<file path="src/hdl/pcx_pkg.sv">
// Package for the PCX run-length stream decoder: types, constants and the
// command/status structs shared by the controller, datapath and config block.
// No dependencies.
package pcx_pkg;

    localparam int PALETTE_ENTRIES = 256;
    localparam int PAL_BYTES       = 3 * PALETTE_ENTRIES;
    localparam int PAL_IDX_W       = 10;
    localparam logic [PAL_IDX_W-1:0] PAL_LAST = PAL_IDX_W'(PAL_BYTES - 1);

    localparam int BYTE_W  = 8;
    localparam int FMT_W   = 2;
    localparam int RLEN_W  = 18;
    localparam int NROWS_W = 17;
    localparam int ROWIX_W = 16;
    localparam int COUNT_W = 6;

    localparam logic [BYTE_W-1:0] RUN_FLAGS    = 8'hC0;
    localparam logic [BYTE_W-1:0] RUN_COUNT    = 8'h3F;
    localparam logic [BYTE_W-1:0] TRAILER_MARK = 8'h0C;

    localparam int CFG_ADDR_W = 4;
    localparam int CFG_DATA_W = 32;

    typedef enum logic [1:0] {
        REG_PIXEL_FORMAT = 2'd0,
        REG_ROW_LENGTH   = 2'd1,
        REG_IMAGE_ROWS   = 2'd2
    } t_reg_index;

    typedef enum logic [FMT_W-1:0] {
        FMT_MONO     = 2'd0,
        FMT_PLANAR4  = 2'd1,
        FMT_PALETTE8 = 2'd2,
        FMT_RGB24    = 2'd3
    } t_pixel_format;

    localparam logic [RLEN_W-1:0]  RLEN_RESET  = 18'd640;
    localparam logic [NROWS_W-1:0] NROWS_RESET = 17'd480;

    typedef enum logic [1:0] {
        PH_IMAGE   = 2'd0,
        PH_TRAILER = 2'd1,
        PH_PALETTE = 2'd2,
        PH_DONE    = 2'd3
    } t_phase;

    typedef enum logic {
        CTL_ACCEPT = 1'b0,
        CTL_RUN    = 1'b1
    } t_ctl_state;

    typedef struct packed {
        t_pixel_format          pixel_format;
        logic [RLEN_W-1:0]      row_length;
        logic [NROWS_W-1:0]     image_rows;
    } t_cfg;

    typedef struct packed {
        logic take;   // input byte transfer this cycle
        logic step;   // emit one more byte of the current run
    } t_dp_cmd;

    typedef struct packed {
        logic out_free;   // output register can load this cycle
        logic opens_run;  // the input byte would start a run of two or more
        logic run_ends;   // the current run step is the last one
    } t_dp_status;

endpackage

</file>
<file path="src/hdl/pcx_in_if.sv">
// Input channel of the PCX decoder: one compressed byte per transfer.
// Depends on pcx_pkg.
interface pcx_in_if;
    logic                           valid;
    logic                           ready;
    logic [pcx_pkg::BYTE_W-1:0]     data_byte;

    modport source (output valid, output data_byte, input ready);
    modport sink   (input valid, input data_byte, output ready);
endinterface

</file>
<file path="src/hdl/pcx_out_if.sv">
// Output channel of the PCX decoder: one tagged decoded byte per transfer.
// Depends on pcx_pkg.
interface pcx_out_if;
    logic                           valid;
    logic                           ready;
    logic                           kind;
    logic [pcx_pkg::BYTE_W-1:0]     value;
    logic [pcx_pkg::ROWIX_W-1:0]    row_index;
    logic [pcx_pkg::RLEN_W-1:0]     column_index;
    logic                           image_end;
    logic                           stream_done;
    logic                           last_of_run;

    modport source (output valid, output kind, output value, output row_index,
                    output column_index, output image_end, output stream_done,
                    output last_of_run, input ready);
    modport sink   (input valid, input kind, input value, input row_index,
                    input column_index, input image_end, input stream_done,
                    input last_of_run, output ready);
endinterface

</file>
<file path="src/hdl/pcx_cfg_regs.sv">
// APB-style configuration registers of the PCX decoder.
// Depends on pcx_pkg.
module pcx_cfg_regs (
    input  logic                            i_clk,
    input  logic                            i_rst_n,
    input  logic                            psel,
    input  logic                            penable,
    input  logic                            pwrite,
    input  logic [pcx_pkg::CFG_ADDR_W-1:0]  paddr,
    input  logic [pcx_pkg::CFG_DATA_W-1:0]  pwdata,
    output logic [pcx_pkg::CFG_DATA_W-1:0]  prdata,
    output logic                            pready,
    output pcx_pkg::t_cfg                   o_cfg
);

    pcx_pkg::t_cfg          r_cfg;
    pcx_pkg::t_reg_index    w_index;
    logic                   w_write;

    assign w_index = pcx_pkg::t_reg_index'(paddr[3:2]);
    assign w_write = psel && penable && pwrite && pready;
    assign pready  = 1'b1;
    assign o_cfg   = r_cfg;

    always_ff @(posedge i_clk) begin
        if (!i_rst_n) begin
            r_cfg.pixel_format <= pcx_pkg::FMT_PALETTE8;
            r_cfg.row_length   <= pcx_pkg::RLEN_RESET;
            r_cfg.image_rows   <= pcx_pkg::NROWS_RESET;
        end else if (w_write) begin
            case (w_index)
                pcx_pkg::REG_PIXEL_FORMAT: begin
                    r_cfg.pixel_format <= pcx_pkg::t_pixel_format'(pwdata[1:0]);
                end
                pcx_pkg::REG_ROW_LENGTH: begin
                    r_cfg.row_length <= pwdata[pcx_pkg::RLEN_W-1:0];
                end
                pcx_pkg::REG_IMAGE_ROWS: begin
                    r_cfg.image_rows <= pwdata[pcx_pkg::NROWS_W-1:0];
                end
                default: ;
            endcase
        end
    end

    always_comb begin
        case (w_index)
            pcx_pkg::REG_PIXEL_FORMAT: prdata = pcx_pkg::CFG_DATA_W'(r_cfg.pixel_format);
            pcx_pkg::REG_ROW_LENGTH:   prdata = pcx_pkg::CFG_DATA_W'(r_cfg.row_length);
            pcx_pkg::REG_IMAGE_ROWS:   prdata = pcx_pkg::CFG_DATA_W'(r_cfg.image_rows);
            default:                   prdata = '0;
        endcase
    end

endmodule

</file>
<file path="src/hdl/pcx_ctrl.sv">
// Controller of the PCX decoder: takes input bytes or steps through a run.
// Depends on pcx_pkg.
module pcx_ctrl (
    input  logic                    i_clk,
    input  logic                    i_rst_n,
    input  logic                    i_in_valid,
    input  pcx_pkg::t_dp_status     i_status,
    output logic                    o_in_ready,
    output pcx_pkg::t_dp_cmd        o_cmd
);

    pcx_pkg::t_ctl_state r_state;
    pcx_pkg::t_ctl_state n_state;

    always_ff @(posedge i_clk) begin
        if (!i_rst_n) begin
            r_state <= pcx_pkg::CTL_ACCEPT;
        end else begin
            r_state <= n_state;
        end
    end

    // next state
    always_comb begin
        n_state = r_state;
        case (r_state)
            pcx_pkg::CTL_ACCEPT: begin
                if (i_in_valid && i_status.out_free && i_status.opens_run) begin
                    n_state = pcx_pkg::CTL_RUN;
                end
            end
            pcx_pkg::CTL_RUN: begin
                if (i_status.out_free && i_status.run_ends) begin
                    n_state = pcx_pkg::CTL_ACCEPT;
                end
            end
            default: n_state = pcx_pkg::CTL_ACCEPT;
        endcase
    end

    // outputs
    always_comb begin
        o_in_ready = 1'b0;
        o_cmd      = '0;
        case (r_state)
            pcx_pkg::CTL_ACCEPT: begin
                o_in_ready = i_status.out_free;
                o_cmd.take = i_in_valid && i_status.out_free;
            end
            pcx_pkg::CTL_RUN: begin
                o_cmd.step = i_status.out_free;
            end
            default: ;
        endcase
    end

endmodule

</file>
<file path="src/hdl/pcx_datapath.sv">
// Datapath of the PCX decoder: run decode, row/column/palette counters and
// the output register. Depends on pcx_pkg and pcx_out_if.
module pcx_datapath (
    input  logic                            i_clk,
    input  logic                            i_rst_n,
    input  pcx_pkg::t_cfg                   i_cfg,
    input  pcx_pkg::t_dp_cmd                i_cmd,
    input  logic [pcx_pkg::BYTE_W-1:0]      i_data_byte,
    output pcx_pkg::t_dp_status             o_status,
    pcx_out_if.source                       o_out_ch
);

    // control state
    pcx_pkg::t_phase                    r_phase, n_phase;
    logic                               r_awaiting, n_awaiting;
    logic [pcx_pkg::COUNT_W-1:0]        r_pending, n_pending;
    logic [pcx_pkg::COUNT_W-1:0]        r_run_left, n_run_left;
    logic [pcx_pkg::NROWS_W-1:0]        r_row, n_row;
    logic [pcx_pkg::RLEN_W-1:0]         r_col, n_col;
    logic [pcx_pkg::PAL_IDX_W-1:0]      r_pal, n_pal;
    logic                               r_out_valid, n_out_valid;

    // payload
    logic [pcx_pkg::BYTE_W-1:0]         r_run_val, n_run_val;
    logic                               r_kind, n_kind;
    logic [pcx_pkg::BYTE_W-1:0]         r_value, n_value;
    logic [pcx_pkg::ROWIX_W-1:0]        r_row_ix, n_row_ix;
    logic [pcx_pkg::RLEN_W-1:0]         r_col_ix, n_col_ix;
    logic                               r_img_end, n_img_end;
    logic                               r_done, n_done;
    logic                               r_last, n_last;

    logic [pcx_pkg::RLEN_W-1:0]         w_rlen;
    logic [pcx_pkg::NROWS_W-1:0]        w_nrows;
    logic [pcx_pkg::RLEN_W:0]           w_col_inc;
    logic [pcx_pkg::NROWS_W:0]          w_row_inc;
    logic                               w_row_end;
    logic                               w_img_end;
    logic                               w_pal_last;
    logic                               w_is_header;
    logic                               w_img_emit;
    logic                               w_pal_emit;
    logic                               w_emit_last;
    logic [pcx_pkg::BYTE_W-1:0]         w_emit_value;

    // zero limits behave as one
    assign w_rlen  = (i_cfg.row_length == '0) ? pcx_pkg::RLEN_W'(1) : i_cfg.row_length;
    assign w_nrows = (i_cfg.image_rows == '0) ? pcx_pkg::NROWS_W'(1) : i_cfg.image_rows;

    assign w_col_inc  = {1'b0, r_col} + (pcx_pkg::RLEN_W+1)'(1);
    assign w_row_inc  = {1'b0, r_row} + (pcx_pkg::NROWS_W+1)'(1);
    assign w_row_end  = w_col_inc >= {1'b0, w_rlen};
    assign w_img_end  = w_row_end && (w_row_inc >= {1'b0, w_nrows});
    assign w_pal_last = r_pal >= pcx_pkg::PAL_LAST;
    assign w_is_header = (i_data_byte & pcx_pkg::RUN_FLAGS) == pcx_pkg::RUN_FLAGS;

    assign o_status.out_free  = !r_out_valid || o_out_ch.ready;
    assign o_status.opens_run = (r_phase == pcx_pkg::PH_IMAGE) && r_awaiting
                                && (r_pending > pcx_pkg::COUNT_W'(1)) && !w_img_end;
    assign o_status.run_ends  = (r_run_left <= pcx_pkg::COUNT_W'(1)) || w_img_end;

    always_comb begin
        n_phase      = r_phase;
        n_awaiting   = r_awaiting;
        n_pending    = r_pending;
        n_run_left   = r_run_left;
        n_run_val    = r_run_val;
        n_row        = r_row;
        n_col        = r_col;
        n_pal        = r_pal;
        n_out_valid  = r_out_valid && !o_out_ch.ready;
        n_kind       = r_kind;
        n_value      = r_value;
        n_row_ix     = r_row_ix;
        n_col_ix     = r_col_ix;
        n_img_end    = r_img_end;
        n_done       = r_done;
        n_last       = r_last;
        w_img_emit   = 1'b0;
        w_pal_emit   = 1'b0;
        w_emit_last  = 1'b1;
        w_emit_value = i_data_byte;

        if (i_cmd.step) begin
            w_img_emit   = 1'b1;
            w_emit_value = r_run_val;
            w_emit_last  = (r_run_left == pcx_pkg::COUNT_W'(1)) || w_img_end;
            n_run_left   = r_run_left - pcx_pkg::COUNT_W'(1);
        end else if (i_cmd.take) begin
            case (r_phase)
                pcx_pkg::PH_IMAGE: begin
                    if (r_awaiting) begin
                        n_awaiting = 1'b0;
                        n_pending  = '0;
                        // a zero count swallows the value byte
                        if (r_pending != '0) begin
                            w_img_emit  = 1'b1;
                            w_emit_last = (r_pending == pcx_pkg::COUNT_W'(1)) || w_img_end;
                            n_run_left  = r_pending - pcx_pkg::COUNT_W'(1);
                            n_run_val   = i_data_byte;
                        end
                    end else if (w_is_header) begin
                        n_awaiting = 1'b1;
                        n_pending  = pcx_pkg::COUNT_W'(i_data_byte & pcx_pkg::RUN_COUNT);
                    end else begin
                        w_img_emit = 1'b1;
                    end
                end
                pcx_pkg::PH_TRAILER: begin
                    n_phase = (i_data_byte == pcx_pkg::TRAILER_MARK) ? pcx_pkg::PH_PALETTE
                                                                      : pcx_pkg::PH_DONE;
                end
                pcx_pkg::PH_PALETTE: begin
                    w_pal_emit = 1'b1;
                    if (w_pal_last) begin
                        n_phase = pcx_pkg::PH_DONE;
                    end else begin
                        n_pal = r_pal + pcx_pkg::PAL_IDX_W'(1);
                    end
                end
                default: ;
            endcase
        end

        if (w_img_emit) begin
            if (w_img_end) begin
                n_phase    = (i_cfg.pixel_format == pcx_pkg::FMT_PALETTE8) ?
                             pcx_pkg::PH_TRAILER : pcx_pkg::PH_DONE;
                n_awaiting = 1'b0;
                n_pending  = '0;
                n_col      = '0;
                n_row      = w_row_inc[pcx_pkg::NROWS_W-1:0];
            end else if (w_row_end) begin
                n_col = '0;
                n_row = w_row_inc[pcx_pkg::NROWS_W-1:0];
            end else begin
                n_col = w_col_inc[pcx_pkg::RLEN_W-1:0];
            end
            n_out_valid = 1'b1;
            n_kind      = 1'b0;
            n_value     = w_emit_value;
            n_row_ix    = r_row[pcx_pkg::ROWIX_W-1:0];
            n_col_ix    = r_col;
            n_img_end   = w_img_end;
            n_done      = w_img_end && (i_cfg.pixel_format != pcx_pkg::FMT_PALETTE8);
            n_last      = w_emit_last;
        end

        if (w_pal_emit) begin
            n_out_valid = 1'b1;
            n_kind      = 1'b1;
            n_value     = i_data_byte;
            n_row_ix    = '0;
            n_col_ix    = pcx_pkg::RLEN_W'(r_pal);
            n_img_end   = 1'b0;
            n_done      = w_pal_last;
            n_last      = 1'b1;
        end
    end

    always_ff @(posedge i_clk) begin
        if (!i_rst_n) begin
            r_phase     <= pcx_pkg::PH_IMAGE;
            r_awaiting  <= 1'b0;
            r_pending   <= '0;
            r_run_left  <= '0;
            r_row       <= '0;
            r_col       <= '0;
            r_pal       <= '0;
            r_out_valid <= 1'b0;
        end else begin
            r_phase     <= n_phase;
            r_awaiting  <= n_awaiting;
            r_pending   <= n_pending;
            r_run_left  <= n_run_left;
            r_row       <= n_row;
            r_col       <= n_col;
            r_pal       <= n_pal;
            r_out_valid <= n_out_valid;
        end
    end

    always_ff @(posedge i_clk) begin
        r_run_val <= n_run_val;
        r_kind    <= n_kind;
        r_value   <= n_value;
        r_row_ix  <= n_row_ix;
        r_col_ix  <= n_col_ix;
        r_img_end <= n_img_end;
        r_done    <= n_done;
        r_last    <= n_last;
    end

    assign o_out_ch.valid        = r_out_valid;
    assign o_out_ch.kind         = r_kind;
    assign o_out_ch.value        = r_value;
    assign o_out_ch.row_index    = r_row_ix;
    assign o_out_ch.column_index = r_col_ix;
    assign o_out_ch.image_end    = r_img_end;
    assign o_out_ch.stream_done  = r_done;
    assign o_out_ch.last_of_run  = r_last;

    // once stopped, the decoder stays stopped until reset
    a_done_sticky: assert property (@(posedge i_clk) disable iff (!i_rst_n)
        (r_phase == pcx_pkg::PH_DONE) |=> (r_phase == pcx_pkg::PH_DONE))
        else $error("decoder left the stopped phase");

    // a result is never loaded over one that is still waiting
    a_no_overwrite: assert property (@(posedge i_clk) disable iff (!i_rst_n)
        (w_img_emit || w_pal_emit) |-> (!r_out_valid || o_out_ch.ready))
        else $error("output register overwritten");

    // the final result of the stream also closes its input's results
    a_done_last: assert property (@(posedge i_clk) disable iff (!i_rst_n)
        (r_out_valid && r_done) |-> r_last)
        else $error("stream_done without last_of_run");

    // run bookkeeping is only live in the image phase
    a_run_phase: assert property (@(posedge i_clk) disable iff (!i_rst_n)
        (r_phase != pcx_pkg::PH_IMAGE) |-> (!r_awaiting && r_pal <= pcx_pkg::PAL_LAST))
        else $error("run state outside image phase");

endmodule

</file>
<file path="src/hdl/pcx_rle_stream_decoder.sv">
// Top level of the PCX run-length stream decoder: config registers,
// controller and datapath. Depends on pcx_pkg, pcx_in_if, pcx_out_if.
//
//  Channel     Dir  Protocol           Payload
//  i_in_ch     in   valid/ready        data_byte (compressed stream byte)
//  o_out_ch    out  valid/ready        kind, value, row_index, column_index,
//                                      image_end, stream_done, last_of_run
//  APB         in   psel/penable       pixel_format @0, row_length @4,
//                                      image_rows @8
//
// Flow: literal, run-header, trailer and palette bytes each transfer alone;
// after the run value of a run of N bytes transfers, the input is held off
// until the run is through, one decoded byte per cycle while the output
// register is free, from the single emit path into the output register.
// Reset: synchronous, active low; no clearing pass, the block is ready as soon
// as reset is released. Config takes defaults 2 / 640 / 480.
// Stalls: one output register; while it holds a result that the receiver does
// not take this cycle, the input waits, also for bytes that produce no result.
module pcx_rle_stream_decoder (
    input  logic                            i_clk,
    input  logic                            i_rst_n,
    pcx_in_if.sink                          i_in_ch,
    pcx_out_if.source                       o_out_ch,
    input  logic                            psel,
    input  logic                            penable,
    input  logic                            pwrite,
    input  logic [pcx_pkg::CFG_ADDR_W-1:0]  paddr,
    input  logic [pcx_pkg::CFG_DATA_W-1:0]  pwdata,
    output logic [pcx_pkg::CFG_DATA_W-1:0]  prdata,
    output logic                            pready
);

    pcx_pkg::t_cfg          w_cfg;
    pcx_pkg::t_dp_cmd       w_cmd;
    pcx_pkg::t_dp_status    w_status;
    logic                   w_in_ready;

    // register file; write it only while the decoder is idle, which the block itself does not enforce
    pcx_cfg_regs u_cfg (
        .i_clk   (i_clk),
        .i_rst_n (i_rst_n),
        .psel    (psel),
        .penable (penable),
        .pwrite  (pwrite),
        .paddr   (paddr),
        .pwdata  (pwdata),
        .prdata  (prdata),
        .pready  (pready),
        .o_cfg   (w_cfg)
    );

    // chooses between taking a new byte and repeating the run value
    pcx_ctrl u_ctrl (
        .i_clk      (i_clk),
        .i_rst_n    (i_rst_n),
        .i_in_valid (i_in_ch.valid),
        .i_status   (w_status),
        .o_in_ready (w_in_ready),
        .o_cmd      (w_cmd)
    );

    assign i_in_ch.ready = w_in_ready;

    // decode, counters, tagging and the output register
    pcx_datapath u_dp (
        .i_clk       (i_clk),
        .i_rst_n     (i_rst_n),
        .i_cfg       (w_cfg),
        .i_cmd       (w_cmd),
        .i_data_byte (i_in_ch.data_byte),
        .o_status    (w_status),
        .o_out_ch    (o_out_ch)
    );

endmodule

</file>
<file path="src/flat_wrapper.sv">
// flat-port wrapper written by rule: the top's interface ports become plain ports
module pcx_rle_stream_decoder_flat 
  (i_clk, i_rst_n, psel, penable, pwrite, paddr, pwdata, prdata, pready, i_in_ch_valid, i_in_ch_data_byte, i_in_ch_ready, o_out_ch_valid, o_out_ch_kind, o_out_ch_value, o_out_ch_row_index, o_out_ch_column_index, o_out_ch_image_end, o_out_ch_stream_done, o_out_ch_last_of_run, o_out_ch_ready);
  pcx_in_if i_in_ch_i ();
  pcx_out_if o_out_ch_i ();
  input  logic i_clk;
  input  logic i_rst_n;
  input  logic psel;
  input  logic penable;
  input  logic pwrite;
  input  logic [pcx_pkg::CFG_ADDR_W-1:0] paddr;
  input  logic [pcx_pkg::CFG_DATA_W-1:0] pwdata;
  output logic [pcx_pkg::CFG_DATA_W-1:0] prdata;
  output logic pready;
  input wire logic [$bits(i_in_ch_i.valid)-1:0] i_in_ch_valid;
  input wire logic [$bits(i_in_ch_i.data_byte)-1:0] i_in_ch_data_byte;
  output wire logic [$bits(i_in_ch_i.ready)-1:0] i_in_ch_ready;
  output wire logic [$bits(o_out_ch_i.valid)-1:0] o_out_ch_valid;
  output wire logic [$bits(o_out_ch_i.kind)-1:0] o_out_ch_kind;
  output wire logic [$bits(o_out_ch_i.value)-1:0] o_out_ch_value;
  output wire logic [$bits(o_out_ch_i.row_index)-1:0] o_out_ch_row_index;
  output wire logic [$bits(o_out_ch_i.column_index)-1:0] o_out_ch_column_index;
  output wire logic [$bits(o_out_ch_i.image_end)-1:0] o_out_ch_image_end;
  output wire logic [$bits(o_out_ch_i.stream_done)-1:0] o_out_ch_stream_done;
  output wire logic [$bits(o_out_ch_i.last_of_run)-1:0] o_out_ch_last_of_run;
  input wire logic [$bits(o_out_ch_i.ready)-1:0] o_out_ch_ready;
  assign i_in_ch_i.valid = i_in_ch_valid;
  assign i_in_ch_i.data_byte = i_in_ch_data_byte;
  assign i_in_ch_ready = i_in_ch_i.ready;
  assign o_out_ch_valid = o_out_ch_i.valid;
  assign o_out_ch_kind = o_out_ch_i.kind;
  assign o_out_ch_value = o_out_ch_i.value;
  assign o_out_ch_row_index = o_out_ch_i.row_index;
  assign o_out_ch_column_index = o_out_ch_i.column_index;
  assign o_out_ch_image_end = o_out_ch_i.image_end;
  assign o_out_ch_stream_done = o_out_ch_i.stream_done;
  assign o_out_ch_last_of_run = o_out_ch_i.last_of_run;
  assign o_out_ch_i.ready = o_out_ch_ready;
  pcx_rle_stream_decoder u_core (.i_clk(i_clk), .i_rst_n(i_rst_n), .i_in_ch(i_in_ch_i), .o_out_ch(o_out_ch_i), .psel(psel), .penable(penable), .pwrite(pwrite), .paddr(paddr), .pwdata(pwdata), .prdata(prdata), .pready(pready));
endmodule
</file>
<file path="config.mk">
export PLATFORM = sky130hd
export DESIGN_NAME = pcx_rle_stream_decoder_flat
export DESIGN_NICKNAME = d
export VERILOG_FILES = /design/src/hdl/pcx_pkg.sv /design/src/hdl/pcx_in_if.sv /design/src/hdl/pcx_out_if.sv /design/src/hdl/pcx_cfg_regs.sv /design/src/hdl/pcx_ctrl.sv /design/src/hdl/pcx_datapath.sv /design/src/hdl/pcx_rle_stream_decoder.sv /design/src/flat_wrapper.sv
export SDC_FILE = /design/constraint.sdc
export NUM_CORES = 1
export LEC_CHECK = 0
export BUFFER_PORTS_ARGS = -buffer_cell sky130_fd_sc_hd__buf_2
export CAP_MARGIN = 20
export CORE_UTILIZATION = 57
export CTS_CLUSTER_DIAMETER = 120
export DETAILED_ROUTE_END_ITERATION = 10
export GPL_TIMING_DRIVEN = 0
export PLACE_DENSITY_LB_ADDON = 0.25
export RECOVER_POWER = 50
export SLEW_MARGIN = 20
export SYNTH_ARGS = -nofsm -noshare
export SYNTH_HDL_FRONTEND = slang
export SYNTH_SLANG_ARGS = --single-unit
</file>
<file path="constraint.sdc">
create_clock -name i_clk -period 3.9 [get_ports i_clk]
set_clock_uncertainty 0.1 [all_clocks]
set_input_delay 0.195 -clock i_clk [delete_from_list [all_inputs] [get_ports i_clk]]
set_output_delay 0.195 -clock i_clk [all_outputs]
set_load 0.02 [all_outputs]
</file>
==> metrics.cfg, run 1 <==
[run_status]
outcome=complete, no violations

[sta]
finalCriticalPeriod_ns=3.755
timing.fmax_mhz=266.3
worstMarginPinSlew_ns=0.9108
finalSetupViolCount=0
finalMaxSlewViolations=0
setup_slack_ns=0.1446
finalCritPeriodShare_pct=96.29
rsz0062_at_grt=true
fin_setup_tns_ns=0
max_slew_margin_pct=39.15
hold_viol_final=0

[cells_and_area]
stdcell_area_sq_um=9879
layout.nets=1219
drive_above_1_share_pct=9.965
areaGrowthSynthToFinish_pct=19.10
fillers=1165
fin_cells=1314
diodes=0

[setup_path]
r2r_start=u_core.u_dp.r_col[10]$_SDFFE_PN0N_
path_delay_family=simple AND/OR/NAND/NOR gates
start_kind=flip-flop
reg2reg_setup_slack_ns=0.14
cp.required_ns=4.16
critPathArrivalTime_ns=4.02
crit_slowest_cell=dfxtp_1
worstRegToRegCells=15
cpMostUsedCell=nand3_1
cp-endpoint=u_core.u_dp.r_row[7]$_SDFFE_PN0P_
cpPeakStageDelay_ns=0.47
r2r-end=u_core.u_dp.r_row[7]$_SDFFE_PN0P_
path_buf_inv=2
crit_type=reg -> reg
cp-startpoint=u_core.u_dp.r_col[10]$_SDFFE_PN0N_
crit_fanout=10
crit_path_end_kind=flip-flop
crit_chain=and4_4, and3_1, nand3_1, or2_2, xnor2_1, ha_1, nand3_1, nor2_1, a221oi_1, o211ai_1, buf_4, or2_2, buf_4, nand3_1, mux2i_1
crit_cells=15

[global_route]
globalRouteOverflowTotal=0
antenna_found_initial=0
grt_max_degree=22
track_usage_pct=30.21
grt_pass1_vias=7071
grt_first_pass_wirelength_microns=35020

[drt]
wl_per_cell_microns=16.34
via_count=7567
ant_nets=0
drt_iter0_drc=567
drc=0
wl_microns=21470
via_per_inst=5.759
drt_first_pass_iters=5

[clock_network]
path_clk_slew_ns=0.06
clk-insertion-delay-late_ns=0.43
cts_max_level=4
cts.path.max_buffers=2
clock-sinks=153
clock_tree.root_cell=clkbuf_16
numCtsBuffers=17
tritoncts=yes

[power]
powerDensity_nw_per_um2=364.0
total_power_w=0.003597
ir_drop_uv=382.1
p_leak_nw=3.899

[die]
die-height_microns=122.6
dieWidth_microns=122.6
dieArea_sq_um=15040
core_sq_um=14040
row_count=43
io_pins=132
initial_core_util_pct=59.08

[logic_synthesis]
async_flop_share_pct=0
synth_seq_area_share_pct=40.18
postSynthCellCount=962
synth-seq-cells=153
synth_area_sq_um=8295
synth_flop_cell=dfxtp_1
syn_area_per_cell_sq_um=8.623
synth_warnings=0
synth_edf_count=27
synth_cell_types=59

[placement]
placedCellCount=1254
dp_hpwl_microns=15300
io_buffers=99
pre_cts_ws_ns=-0.5405
routabilityCongestion=0.9161
placed_area_sq_um=9065

[worst_hold_path]
holdCritPathClass=in -> reg

[flow_run]
maxCapViolations=0

## synth_stat cells (13+ instances only)
library cell	instances	area [sq um]
dfxtp_1	126	2522
nor3_1	14	70.07
a22o_1	15	131.4
a21boi_0	21	157.7
inv_1	46	172.7
o21a_1	16	120.1
nand4_1	17	106.4
edfxtp_1	27	810.8
o211ai_1	14	105.1
a21boi_1	14	105.1
xor2_1	21	183.9
clkbuf_1	37	138.9
nand2_1	201	754.5
mux2i_1	22	220.2
nor2b_1	13	81.33
nand3_1	29	145.1
nor2_1	21	78.83
a21oi_1	49	245.2
buf_4	17	127.6
ha_1	47	588.1
o21ai_0	17	85.08
nor4_1	16	100.1
xnor2_1	22	192.7
## per-stage QoR
step,hold slack [ns],util [%]
floorplan,0.1939,-
global placement,0.3226,64.55
detailed placement,0.3222,64.55
CTS,0.009043,70.72
global route,0.03218,70.36
finish,0.007676,70.36
## cell usage in the layout (no fill, tap or decap), drive strengths merged, types with 29 or more instances in the layout
cell type	synthesis	final
nand2	201	201
a21boi	35	35
clkbuf	37	130
nand3	29	29
buf	23	48
inv	46	46
dfxtp	126	126
o21ai	30	30
a21oi	50	50
ha	47	47
## cell type report
class                           count  area (sq um)  share of cell area (%)
Buffer                             59         296.5                   3.002
Clock buffer                       17         425.4                   4.306
Clock inverter                     15         135.1                   1.368
Inverter                           46         172.7                   1.748
Multi-Input combinational cell    716          4603                   46.59
Sequential cell                   153          3338                   33.79
Tap cell                          180         225.2                   2.280
Timing Repair Buffer              128         683.2                   6.915
## state kept, by name (all words and copies together), names as in the netlist, 2 cells and up
name	flops
u_core.u_dp.r_pending	6
u_core.u_dp.o_out_ch.column_index	18
u_core.u_dp.r_run_val	8
u_core.u_dp.r_row	17
u_core.u_dp.r_pal	10
u_core.u_cfg.o_cfg	37
u_core.u_dp.r_col	18
u_core.u_dp.r_phase	2
u_core.u_dp.r_run_left	6
u_core.u_dp.o_out_ch.row_index	16
u_core.u_dp.o_out_ch.value	8
## how the worst min path moves through the flow
stage	from	to	slack, ns	cells after the start
floorplan	i_in_ch_data_byte[0]	u_core.u_dp.r_run_val[0]$_DFFE_PP_	0.19	0
detailed placement	i_in_ch_data_byte[7]	u_core.u_dp.r_run_val[7]$_DFFE_PP_	0.32	1
CTS	o_out_ch_ready	u_core.u_ctrl.r_state$_SDFF_PN0_	0.009	4
global route	o_out_ch_ready	u_core.u_ctrl.r_state$_SDFF_PN0_	0.03	4
finish	o_out_ch_ready	u_core.u_ctrl.r_state$_SDFF_PN0_	0.008	4
global placement	i_in_ch_data_byte[7]	u_core.u_dp.r_run_val[7]$_DFFE_PP_	0.32	1
## logic make-up (layout without fill, tap and decap cells)
family / count (synthesis) / count (layout) / share of synthesized area [%]
XOR/XNOR: 43 / 43 / 4.540
AO/OA/AOI/OAI: 197 / 197 / 16.05
other: 2 / 15 / 0.09053
adder cells (fa/ha/maj): 47 / 47 / 7.089
multiplexers: 30 / 30 / 3.741
buffers and inverters: 106 / 265 / 5.641
flip-flops: 153 / 153 / 40.18
AND/OR/NAND/NOR: 384 / 384 / 22.67
## power by group
part           internal [W]  total (W)  switching (W)
clock network      0.000927    0.00159       0.000661
logic              0.000115   0.000339       0.000224
registers           0.00165    0.00167      0.0000225
total               0.00269    0.00360       0.000907
## worst reg2reg max path, delay by kind of cell (launching register included)
family / cells / cell delay, ns
AO/OA/AOI/OAI: 2 / 0.38
XOR/XNOR: 1 / 0.20
adder cells (fa/ha/maj): 1 / 0.29
buffers and inverters: 2 / 0.40
flip-flops: 1 / 0.47
multiplexers: 1 / 0.19
AND/OR/NAND/NOR: 8 / 1.65
## repair_timing
| action | CTS | global route |
|---|---|---|
| buffers inserted | 2 | 1 |
| setup endpoints to repair | 47 | 46 |
| hold buffers | 26 | 0 |
| gates resized for setup | 8 | 15 |
| endpoints found under the hold margin | 45 | 0 |
| pin swaps | 2 | 3 |
## routing by layer
layer | wire (microns) | track usage [%] | up-vias | share of wire [%]
met4 | 473 | 11.81 | 0 | 2.2
met1 | 9209 | 38.82 | 3543 | 43
met2 | 10300 | 49.86 | 315 | 48
met5 | 0 | 0 | - | 0
met3 | 1488 | 5.809 | 37 | 6.9
li1 | - | - | 3672 | -
(Power assumes the default switching activity.)
==> inputs of run 2 (changes only) <==
--- a/config.mk
+++ b/config.mk
@@ -7,12 +7,14 @@
 export LEC_CHECK = 0
 export BUFFER_PORTS_ARGS = -buffer_cell sky130_fd_sc_hd__buf_2
 export CAP_MARGIN = 20
+export CORE_ASPECT_RATIO = 1.75
 export CORE_UTILIZATION = 57
 export CTS_CLUSTER_DIAMETER = 120
 export DETAILED_ROUTE_END_ITERATION = 10
 export GPL_TIMING_DRIVEN = 0
 export PLACE_DENSITY_LB_ADDON = 0.25
 export RECOVER_POWER = 50
+export REMOVE_ABC_BUFFERS = 1
 export SLEW_MARGIN = 20
 export SYNTH_ARGS = -nofsm -noshare
 export SYNTH_HDL_FRONTEND = slang
==> metrics.cfg, run 2 (same netlist as run 1, synthesis figures left out) <==
[die]
initial_core_util_pct=58.03  ; -1.0 points
dieWidth_microns=93.20  ; -24%
row_count=58  ; +35%
io_pins=132  ; unchanged
die-height_microns=161.6  ; +32%
dieArea_sq_um=15060  ; +0.13%
core_sq_um=14300  ; +1.8%

[placement]
io_buffers=100  ; +1.0%
routabilityCongestion=0.8736  ; -4.6%
placed_area_sq_um=8900  ; -1.8%
dp_hpwl_microns=14410  ; -5.8%

[cells_and_area]
largest_reg_flops=37  ; unchanged
areaGrowthSynthToFinish_pct=17.65
final_cell_mix=nand2_1 (199), dfxtp_1 (121), clkbuf_1 (77), a21oi_1 (49)
diodes=0  ; unchanged
fillers=1213  ; +4.1%
utilization_pct=68.27  ; -2.1 points
layout.nets=1168  ; -4.2%
drive_above_1_share_pct=9.603  ; -0.36 points
layout_commonest_cell=nand2_1
stdcell_area_sq_um=9759  ; -1.2%

[sta]
finalCriticalPeriod_ns=3.817  ; +0.06118 ns
finalSetupViolCount=0  ; unchanged
max_slew_margin_pct=-40.98  ; -80 points
finalCritPeriodShare_pct=97.86  ; +1.6 points
hold_viol_final=0  ; unchanged
timing.fmax_mhz=262.0  ; -1.6%
fin_setup_tns_ns=0  ; unchanged
holdWs_ns=0.1164  ; +0.1087 ns
worstMarginPinSlew_ns=2.114  ; +1.203 ns
finalMaxSlewViolations=37  ; +37

[power]
clkPwrFrac_pct=45.1  ; +0.9 points
switching_share_pct=26.98  ; +1.8 points
power_switching_w=0.0009850  ; +8.6%
powerDensity_nw_per_um2=374.1  ; +2.8%
ir_drop_uv=321.5  ; -16%
p_leak_nw=3.802  ; -2.5%
internal_power_w=0.002666  ; -0.86%
seqPwrFrac_pct=45.7  ; -0.7 points
power_frac_comb_pct=9.2  ; -0.2 points

[setup_path]
crit_path_end_kind=flip-flop
cp.required_ns=4.13  ; -0.03 ns
path_delay_family=simple AND/OR/NAND/NOR gates
start_kind=flip-flop
path_buf_inv=1  ; -1
crit_type=reg -> reg
critPathArrivalTime_ns=4.04  ; +0.02 ns
crit_chain=ha_2, and3_2, nand2_2, nor2_4, nand4_1, xnor2_1, ha_1, nand4_1, nor4_2, o211ai_1, o211ai_1, buf_4, or2_4, o21ai_1, a32o_1
crit_fanout=13  ; +3
cpPeakStageDelay_ns=0.40  ; -0.07 ns
crit_slowest_cell=dfxtp_2

[clock_network]
clk-insertion-delay-late_ns=0.44  ; about the same
tritoncts=yes
cts.path.max_buffers=2  ; unchanged
cts_max_level=4  ; unchanged
path_clk_slew_ns=0.07  ; about the same
clock_tree.root_cell=clkbuf_16
clock-sinks=153  ; unchanged
numCtsBuffers=17  ; unchanged

[drt]
wl_microns=20960  ; -2.4%
drt_first_pass_iters=6  ; +1
drc=0  ; unchanged
ant_nets=0  ; unchanged
via_per_inst=5.797  ; +0.67%
via_count=7322  ; -3.2%
drt_iter0_drc=385  ; -32%
wl_per_cell_microns=16.59  ; +1.5%

[worst_hold_path]
holdCritPathClass=in -> reg

[global_route]
grt_pass1_vias=7125  ; +0.76%
grt_first_pass_wirelength_microns=33790  ; -3.5%
grt_max_degree=66  ; +200%
globalRouteOverflowTotal=0  ; unchanged
track_usage_pct=28.65  ; -1.6 points
antenna_found_initial=0  ; unchanged

[flow_run]
maxCapViolations=1  ; +1

[run_status]
violations=max-capacitance violations, max-slew violations
outcome=complete, but fails checks

## run 2: cell types whose count changed in the layout (fill, tap and decap cells not counted), sizes merged
cell,delta
buf,-17
dlygate4sd3,+1
clkbuf,-36
clkinv,-8
o21ai,+1
bufinv,-1
inv,+9
## run 2: repair_timing
action                                 in CTS  in global routing
hold buffers                               27                  0
setup endpoints to repair                  48                 46
resized for setup                           9                 15
pin swaps                                   0                  2
endpoints found under the hold margin      46                  0
cloned                                      0                  1
buffers inserted                            2                  1
## run 2: area by class of cell
cell class	count	area, sq um	area share (%)
clock inverters	15	153.9	1.577
well taps	180	225.2	2.308
flip-flops and latches	153	3339	34.22
repair buffers	135	797.0	8.167
inverters	46	172.7	1.769
clock buffers	17	425.4	4.359
multi-input cells	717	4646	47.60
## run 2: metrics by stage
stage	power (W)	worst slack [ns]	instances
global placement	0.001992	-1.143	1195
floorplan	0.001877	0.2996	915
global route	0.003772	-0.04048	1263
CTS	0.003677	0.07003	1261
finish	0.003651	0.08346	1263
detailed placement	0.002017	-0.5694	1200
## run 2: routing by layer
metal / vias up / GRT usage, % / wire length (microns)
met4: 0 / 16.22 / 972
met5: - / 0 / 0
met2: 222 / 52.77 / 11150
met3: 64 / 4.614 / 755
li1: 3558 / - / -
met1: 3478 / 30.10 / 8077
## run 2: final timing paths
check | start | end | slack, ns | cells after the start
max | u_core.u_dp.r_col[0]$_SDFFE_PN0N_ | u_core.u_dp.r_col[5]$_SDFFE_PN0N_ | 0.08 | 15
min | i_rst_n | u_core.u_cfg.o_cfg[36]$_SDFFE_PN1P_ | 0.12 | 2
max reg2reg | u_core.u_dp.r_col[0]$_SDFFE_PN0N_ | u_core.u_dp.r_col[5]$_SDFFE_PN0N_ | 0.08 | 15
min reg2reg | u_core.u_dp.o_out_ch.column_index[16]$_SDFFE_PP0N_ | u_core.u_dp.o_out_ch.column_index[16]$_SDFFE_PP0N_ | 0.35 | 2
## run 2: power by group through the flow
stage / Clock [W] / Combinational [W] / Sequential [W]
2_1_floorplan: 0 / 0.000152 / 0.00173
3_3_place_gp: 0 / 0.000291 / 0.00170
3_5_place_dp: 0 / 0.000315 / 0.00170
4_1_cts: 0.00167 / 0.000338 / 0.00167
5_1_grt: 0.00173 / 0.000366 / 0.00167
6_report: 0.00165 / 0.000336 / 0.00167
